## config.mk

```make
export PLATFORM = sky130hd
export DESIGN_NAME = midpoint_line_rasterizer
export DESIGN_NICKNAME = d
export VERILOG_FILES = /design/src/mlr_pkg.sv /design/src/mlr_setup.sv /design/src/mlr_step.sv /design/src/midpoint_line_rasterizer.sv
export SDC_FILE = /design/constraint.sdc
export NUM_CORES = 1
export LEC_CHECK = 0
export BUFFER_PORTS_ARGS = -buffer_cell sky130_fd_sc_hd__buf_4
export CORE_MARGIN = 2
export CORE_UTILIZATION = 30
export DETAILED_ROUTE_END_ITERATION = 7
export SETUP_SLACK_MARGIN = 0.4
export SYNTH_ARGS = -nofsm -noshare
export SYNTH_HDL_FRONTEND = slang
export SYNTH_HIERARCHICAL = 1
export SYNTH_SLANG_ARGS = --single-unit
```

## constraint.sdc

```tcl
create_clock -name clk -period 18.31 [get_ports clk]
set_clock_uncertainty 0.15 [all_clocks]
set_input_delay 2.7465 -clock clk [delete_from_list [all_inputs] [get_ports clk]]
set_output_delay 2.7465 -clock clk [all_outputs]
set_load 0.05 [all_outputs]
```

## src/mlr_pkg.sv

```systemverilog
package mlr_pkg;

  // Coordinate and decision widths
  localparam int COORD_BITS = 12;
  localparam int DEC_BITS   = COORD_BITS + 4;
  localparam int COLOR_BITS = 24;

  // Stream payload widths, padded to whole bytes
  localparam int IN_DATA_BITS  = ((4 * COORD_BITS + COLOR_BITS + 7) / 8) * 8;
  localparam int OUT_DATA_BITS = ((2 * COORD_BITS + COLOR_BITS + 7) / 8) * 8;

  typedef logic signed [COORD_BITS-1:0] coord_t;
  typedef logic signed [DEC_BITS-1:0]   dec_t;
  typedef logic [COLOR_BITS-1:0]        color_t;

  // Request kinds carried in tuser
  typedef enum logic {
    REQ_LOAD = 1'b0,
    REQ_STEP = 1'b1
  } req_t;

  // Run state of the line in progress
  typedef struct packed {
    logic   active;
    coord_t cur_x;
    coord_t cur_y;
    coord_t major_end;
    dec_t   decision;
    dec_t   inc_minor;
    dec_t   inc_major;
    logic   steep;
    logic   falling;
    color_t color;
  } line_state_t;

  // One emitted pixel
  typedef struct packed {
    coord_t x;
    coord_t y;
    color_t color;
    logic   last;
  } pixel_t;

endpackage

```

## src/mlr_setup.sv

```systemverilog
module mlr_setup
  import mlr_pkg::*;
(
  input  coord_t      start_x,
  input  coord_t      start_y,
  input  coord_t      end_x,
  input  coord_t      end_y,
  input  color_t      line_color,
  output line_state_t load_state
);

  dec_t   dx_raw, dy_raw, adx, ady, dx, dy, dx2, dy2;
  logic   steep, swap, falling;
  coord_t ax, ay, bx, by;

  // Classify the line by comparing span magnitudes
  always_comb begin
    dx_raw = dec_t'(end_x) - dec_t'(start_x);
    dy_raw = dec_t'(end_y) - dec_t'(start_y);
    adx    = dx_raw[DEC_BITS-1] ? -dx_raw : dx_raw;
    ady    = dy_raw[DEC_BITS-1] ? -dy_raw : dy_raw;
    steep  = ady > adx;
    swap   = steep ? (start_y > end_y) : (start_x > end_x);
  end

  // Order endpoints so the major axis counts upward
  always_comb begin
    ax  = swap ? end_x   : start_x;
    ay  = swap ? end_y   : start_y;
    bx  = swap ? start_x : end_x;
    by  = swap ? start_y : end_y;
    dx  = dec_t'(bx) - dec_t'(ax);
    dy  = dec_t'(by) - dec_t'(ay);
    dx2 = dx <<< 1;
    dy2 = dy <<< 1;
    falling = steep ? dx[DEC_BITS-1] : dy[DEC_BITS-1];
  end

  // Load decision value and increments for the octant
  always_comb begin
    load_state.active  = 1'b1;
    load_state.cur_x   = ax;
    load_state.cur_y   = ay;
    load_state.steep   = steep;
    load_state.falling = falling;
    load_state.color   = line_color;
    if (!steep) begin
      load_state.major_end = bx;
      load_state.inc_major = -dy2;
      if (!falling) begin
        load_state.decision  = dx - dy2;
        load_state.inc_minor = dx2 - dy2;
      end else begin
        load_state.decision  = -dx - dy2;
        load_state.inc_minor = -dx2 - dy2;
      end
    end else begin
      load_state.major_end = by;
      load_state.inc_major = dx2;
      if (!falling) begin
        load_state.decision  = dx2 - dy;
        load_state.inc_minor = dx2 - dy2;
      end else begin
        load_state.decision  = dx2 + dy;
        load_state.inc_minor = dx2 + dy2;
      end
    end
  end

endmodule

```

## src/mlr_step.sv

```systemverilog
module mlr_step
  import mlr_pkg::*;
(
  input  line_state_t cur_state,
  output line_state_t next_state,
  output pixel_t      pixel
);

  coord_t major, minor_delta;
  logic   last, neg, zero, take;

  // Emit the current pixel and test for the end of the run
  always_comb begin
    major       = cur_state.steep ? cur_state.cur_y : cur_state.cur_x;
    last        = major >= cur_state.major_end;
    pixel.x     = cur_state.cur_x;
    pixel.y     = cur_state.cur_y;
    pixel.color = cur_state.color;
    pixel.last  = last;
  end

  // Pick the minor step from the decision sign
  always_comb begin
    neg  = cur_state.decision[DEC_BITS-1];
    zero = (cur_state.decision == '0);
    case ({cur_state.steep, cur_state.falling})
      2'b00:   take = neg;
      2'b01:   take = !neg;
      2'b10:   take = !neg && !zero;
      default: take = neg || zero;
    endcase
    minor_delta = cur_state.falling ? -coord_t'(1) : coord_t'(1);
  end

  // Advance major, maybe minor, and update decision; drop the run at its end
  always_comb begin
    next_state = cur_state;
    if (last) begin
      next_state.active = 1'b0;
    end else begin
      if (!cur_state.steep) begin
        next_state.cur_x = cur_state.cur_x + coord_t'(1);
        if (take) next_state.cur_y = cur_state.cur_y + minor_delta;
      end else begin
        next_state.cur_y = cur_state.cur_y + coord_t'(1);
        if (take) next_state.cur_x = cur_state.cur_x + minor_delta;
      end
      next_state.decision = cur_state.decision +
                            (take ? cur_state.inc_minor : cur_state.inc_major);
    end
  end

endmodule

```

## src/midpoint_line_rasterizer.sv

```systemverilog
// Channel | Dir | tdata (low bit up)                                  | tuser    | tlast
// in_     | in  | start_x, start_y, end_x, end_y, line_color           | req_type | -
// out_    | out | pixel_x, pixel_y, pixel_color                        | -        | last_pixel
//
// One request per clock unless out_tready stalls: a request sits in the input
// register, where the setup or step logic works on it and updates the run state,
// then a pixel lands in the output register.
// Load requests and steps with no active line produce no pixel.
// rst_n (synchronous) clears both stages and ends any run.
// A stall at out_tready holds a full input register, so in_tready falls in the same cycle.
module midpoint_line_rasterizer
  import mlr_pkg::*;
(
  input  logic                     clk,
  input  logic                     rst_n,
  input  logic                     in_tvalid,
  output logic                     in_tready,
  input  logic [IN_DATA_BITS-1:0]  in_tdata,   // start_x, start_y, end_x, end_y, line_color
  input  logic                     in_tuser,   // req_type
  output logic                     out_tvalid,
  input  logic                     out_tready,
  output logic [OUT_DATA_BITS-1:0] out_tdata,  // pixel_x, pixel_y, pixel_color
  output logic                     out_tlast   // last_pixel
);

  localparam int SY = COORD_BITS;
  localparam int EX = 2 * COORD_BITS;
  localparam int EY = 3 * COORD_BITS;
  localparam int CL = 4 * COORD_BITS;

  logic        in_v_r, in_v_nxt;
  req_t        req_r;
  coord_t      sx_r, sy_r, ex_r, ey_r;
  color_t      color_r;
  line_state_t state_r, state_nxt, load_state, step_state;
  pixel_t      pix, pix_r;
  logic        out_v_r, out_v_nxt;
  logic        fire, emit;

  mlr_setup u_setup (
    .start_x    (sx_r),
    .start_y    (sy_r),
    .end_x      (ex_r),
    .end_y      (ey_r),
    .line_color (color_r),
    .load_state (load_state)
  );

  mlr_step u_step (
    .cur_state  (state_r),
    .next_state (step_state),
    .pixel      (pix)
  );

  // Handshake: work the held request when the output slot frees up
  always_comb begin
    fire      = in_v_r && (!out_v_r || out_tready);
    emit      = fire && (req_r == REQ_STEP) && state_r.active;
    in_tready = !in_v_r || fire;
    in_v_nxt  = in_tready ? in_tvalid : in_v_r;
    out_v_nxt = emit ? 1'b1 : (out_tready ? 1'b0 : out_v_r);
  end

  // Select the next run state
  always_comb begin
    state_nxt = state_r;
    if (fire) begin
      if (req_r == REQ_LOAD) state_nxt = load_state;
      else if (state_r.active) state_nxt = step_state;
    end
  end

  // Control registers
  always_ff @(posedge clk) begin
    if (!rst_n) begin
      in_v_r  <= 1'b0;
      out_v_r <= 1'b0;
      state_r <= '0;
    end else begin
      in_v_r  <= in_v_nxt;
      out_v_r <= out_v_nxt;
      state_r <= state_nxt;
    end
  end

  // Capture the request payload
  always_ff @(posedge clk) begin
    if (in_tready && in_tvalid) begin
      req_r   <= req_t'(in_tuser);
      sx_r    <= in_tdata[SY-1:0];
      sy_r    <= in_tdata[EX-1:SY];
      ex_r    <= in_tdata[EY-1:EX];
      ey_r    <= in_tdata[CL-1:EY];
      color_r <= in_tdata[CL+COLOR_BITS-1:CL];
    end
  end

  // Hold the pixel until taken
  always_ff @(posedge clk) begin
    if (emit) pix_r <= pix;
  end

  assign out_tvalid = out_v_r;
  assign out_tlast  = pix_r.last;
  assign out_tdata  = OUT_DATA_BITS'({pix_r.color, pix_r.y, pix_r.x});

endmodule

```

### Word level (Yosys, flattened, before mapping)

Index checks and enable logic that the tools add are counted.

* bits in registers: 235
* bits of input ports: 77
* output and inout port bits: 51
* logic and storage cells: 98

* $add $sub $neg: 21
* $lt $le $gt $ge: 4
* equality and inequality tests: 6
* multiplexer cells: 25
* bitwise gates (word level): 1
* reductions and logical operators: 19

Operators by type and width (number)
* 111-bit 2-to-1 mux: 2
* 12-bit 2-to-1 mux: 8
* 16-bit negator: 5
* 16-bit subtractor: 5
* 16-bit 2-to-1 mux: 4
* 32-bit 2-to-1 mux: 2
* 60-bit 2-to-1 mux: 1
* 12-bit by 12-bit subtractor with 13-bit output: 4
* 16-bit adder: 3
* 24-bit 2-to-1 mux: 2
* 12-bit adder: 2
* 12-bit by 2-bit adder with 12-bit output, second input constant: 2
* 12-bit greater-than comparator: 2
* 16-bit greater-than comparator: 1
* 16-bit logical NOT: 1
* 12-bit >= comparator: 1
* 4-bit AND reduction: 2
* 1-bit logical AND: 5
* 1-bit 2-to-1 mux: 5
* 1-bit logical NOT: 4
* 1-bit logical OR: 3
* 3-bit by 1-bit != test with 1-bit output, second input constant: 1
* 3-bit by 2-bit != test with 1-bit output, second input constant: 1
* 1-bit case mux with 3 select lines: 1
* other kinds (9): 9

### Longest topological paths before layout

* word-level depth: 12
* depth in mapped cells: 54
* depth with buffers taken out: 52

### By module

The synthesis kept the hierarchy.

Modules (own cells, without submodules)
* midpoint_line_rasterizer: times used 1, cells an instance 780, area an instance 9392.8 um^2, sequential area each 5925.7 um^2
* mlr_setup: times used 1, cells an instance 1369, area an instance 9228.9 um^2, sequential area each 0.0 um^2
* mlr_step: times used 1, cells an instance 678, area an instance 4509.3 um^2, sequential area each 0.0 um^2

### Least setup slack after synthesis

No wires, ideal clock.

* path kind: register -> register
* from: register sx_r[1]
* to: register state_r[71] (netlist bit)
* library setup time: 83 ps
* arrival time: 9392 ps
* data required time: 18077 ps
* path slack: 8685 ps
* cell stages (with the launch flop): 47
* buffers on the path: 1
* period minus slack after synthesis: 9625 ps
* cells stage by stage: edfxtp_1 > inv_1 > ha_1 > nor2b_1 > o21a_1 > a311oi_2 > xnor2_1 > nor4_1 > or3b_2 > or4_1 > o21ai_0 > xor2_1 > ha_1 > a41o_1 > a21oi_1 > o21ai_0 > o311ai_0 > a21o_1 > [11 not listed] > nor2b_1 > o21ai_0 > a21boi_0 > o21ai_0 > a21boi_0 > o21ai_0 > a21oi_1 > o21ai_0 > nand2b_1 > a21o_1 > a21o_1 > xnor2_1 > nand2b_1 > nand2_1 > o31a_1 > nor3_1 > a22oi_1 > o221ai_1

RTL lines
* start: declaration: RTL line midpoint_line_rasterizer.sv:33 `coord_t sx_r, sy_r, ex_r, ey_r;`
* start signal: assignment: RTL line midpoint_line_rasterizer.sv:90 `sx_r <= in_tdata[SY-1:0];`
* end signal: assignment: RTL line midpoint_line_rasterizer.sv:82 `state_r <= state_nxt;`
* end: declaration: RTL line midpoint_line_rasterizer.sv:35 `line_state_t state_r, state_nxt, load_state, step_state;`

==> impl_results.md <==
- Post-synth EDFFs: 122
- Register bit total from synthesis: 235
- Synth area leaders: edfxtp_1 (16%), ha_1 (10%), dfxtp_1 (9.8%)
- Yosys warnings: 6
- Die width: 282 um
- Quantity of gates resized following cts: 0
- First-pass iteration count of the detailed router: 7
- Routed vias: 20,500
- Maximum vdd drop: 0.0712 mV
- Nets@finish: 2,970
- FMAX: 84.5 MHz
- Cell Area, Synth: 23,100 um2
- Clk buf depth: 3
- Startpoint types: flip-flop
- Register area share after synthesis: 25.6%
- Leakage: 9.35 nW
- Tot GR Track Use: 17.5%
- Pin count of the biggest net entering global routing: 103
- Post-CTS Setup Repair Bufs: 0
- Slew headroom: 20.2%
- Initial antenna violation count: 3
- Row cnt: 101
- Die ar.: 79,300 um2
- CTS tree: built
- CP Capture Type: flip-flop
- Status: finished, final reports clean
- Layout cells sized above 1: 10.8%
- Remaining DRCs: 0
- Area Overhead vs Synth: 6.14%
- Post-layout util: 32.3%
- Hold Worst Slack: 340 ps
- CTS Hold Bufs: 0
- Yosys top cell area share: 15.8%
- Routed len/inst: 19.2 um
- Post-DP HPWL: 51.8 mm
- H-tree level count: 1
- Final GP Congestion: 0.931
- Die H: 282 um
- Top cell by count, worst path: o21ai_0
- Worst-Margin Slew: 1190 ps
- Synth Area per Inst: 8.18 um2
- Setup_tns: 0 ps
- Max Slew Vio Count: 0
- Core Region: 76,100 um2
- Period utilization: 64.6%
- Cts bufs inserted: 28
- Antenna cells: 0
- Min cycle time layout: 11,830 ps
- Buffers on Ports: 127
- Initial drt markers: 2,109
- RSZ-0062 raised after global routing: no
- Commonest cells in the netlist: nand2_1 (348), ha_1 (188), nor2_1 (167), buf_4 (165), a21oi_1 (157)
- Crit-path max FO: 27
- Via density: 5.48
- GRT overflow: 0
- Io pins: 128
- P per Cell Area: 156 nW/um2
- Cells after Synth: 2,827
- Final WL: 71.7 mm
- Asr flop ratio synth: 0%
- Worst-skew pair later-pin latency: 580 ps
- Critical Path RT: 18,630 ps
- Cell with the most instances after synthesis: nand2_1
- Arrival @ worst endpoint: 12,150 ps
- Clk slew on worst S/H paths: 70 ps
- Top_reg_cell synth: edfxtp_1
- CP max stage delay: 700 ps
- Worst min-delay path class: flip-flop to flip-flop
- MaxCap Viol Count: 0
- DRT antenna net count: 0
- Yosys top cell by area: edfxtp_1
- First-pass GRT wire length: 110 mm
- Worst setup path category: flip-flop to flip-flop
- Starting density of the core: 30.4%
- Final-report setup violation count: 0
- Post-synthesis cell type count: 114
- Total design power: 0.00383 W
- Root Buffer: clkbuf_16
- Final Hold Viols: 0
- CP max stage cell: xor2_1
- Vias in the first global route: 18,700
- Sink Count: 235
==> registers in the layout, indices dropped and copies added (netlist names), 12 cells and up <==
register / cells
state_r: 111
out_tdata: 48
color_r: 24
ex_r: 12
ey_r: 12
sx_r: 12
sy_r: 12
==> routing by layer <==
layer / part of all wire (%) / up-vias / wire, um / GRT usage [%]
li1: - / 9976 / - / -
met4: 3.1 / 2 / 2210 / 5.41
met5: 0.0098 / - / 7 / 0
met1: 47 / 9792 / 33400 / 25.0
met2: 44 / 672 / 31300 / 26.9
met3: 6.7 / 95 / 4830 / 2.68
==> placed cells by master (no fill, tap or decap), types with 19 or more instances in the layout <==
cell type / synthesis / final
a211oi_1: 19 / 19
a21o_1: 44 / 44
a21oi_1: 157 / 157
a22oi_1: 113 / 113
a31oi_1: 36 / 36
and3_1: 24 / 23
buf_4: 165 / 151
clkbuf_16: 0 / 29
dfxtp_1: 113 / 112
edfxtp_1: 122 / 122
ha_1: 188 / 188
inv_1: 124 / 123
mux2i_1: 21 / 21
nand2_1: 348 / 348
nand2b_1: 21 / 21
nand3_1: 150 / 150
nor2_1: 167 / 166
nor2b_1: 34 / 34
nor3_1: 40 / 40
o211ai_1: 19 / 19
o21a_1: 19 / 19
o21ai_0: 145 / 145
o21bai_1: 24 / 24
o221ai_1: 105 / 105
xnor2_1: 98 / 97
xor2_1: 53 / 53
==> metrics by stage <==
stage	cells	setup WS [ps]	area, um2
2_1_floorplan	2834	8690	23200
3_3_place_gp	3693	6720	23600
3_5_place_dp	3693	6680	23600
4_1_cts	3745	6590	24600
5_1_grt	3745	5620	24600
6_report	3745	6480	24600
==> layout make-up <==
class | instances | area (um2)
Tap cell | 1030 | 1290
Timing Repair Buffer | 152 | 1140
Clock inverter | 17 | 154
Inverter | 132 | 499
Multi-Input combinational cell | 2144 | 14800
Fill cell | 8108 | 51500
Sequential cell | 235 | 5930
Clock buffer | 35 | 778
==> logic make-up after synthesis <==
family	share of synthesized area (%)
XOR/XNOR	6.07
AO/OA/AOI/OAI	25.7
flip-flops	25.6
other	0.0325
buffers and inverters	10.9
multiplexers	1.74
adder cells (fa/ha/maj)	11.5
AND/OR/NAND/NOR	18.5
==> power breakdown <==
group	switching [W]	leakage [nW]	internal (W)
Clock	0.000238	0.452	0.000330
Combinational	0.00163	6.87	0.000997
Sequential	0.0000471	2.02	0.000594
==> worst max-delay path, delay by kind of cell (launching register included) <==
kind                     cells  cell delay (ps)
AND/OR/NAND/NOR             10             2430
XOR/XNOR                     4             1210
flip-flops                   1              420
AO/OA/AOI/OAI               24             5180
buffers and inverters        4              810
adder cells (fa/ha/maj)      5             1460
==> final timing paths <==
check | depth (start not counted) | slack, ps | start | end
max | 47 | 6480 | sx_r[1] | state_r[71]
max reg2reg | 47 | 6480 | sx_r[1] | state_r[71]
min | 0 | 340 | state_r[15] | out_tdata[39]
min reg2reg | 0 | 340 | state_r[15] | out_tdata[39]
Power figures use the tool's default switching activity.
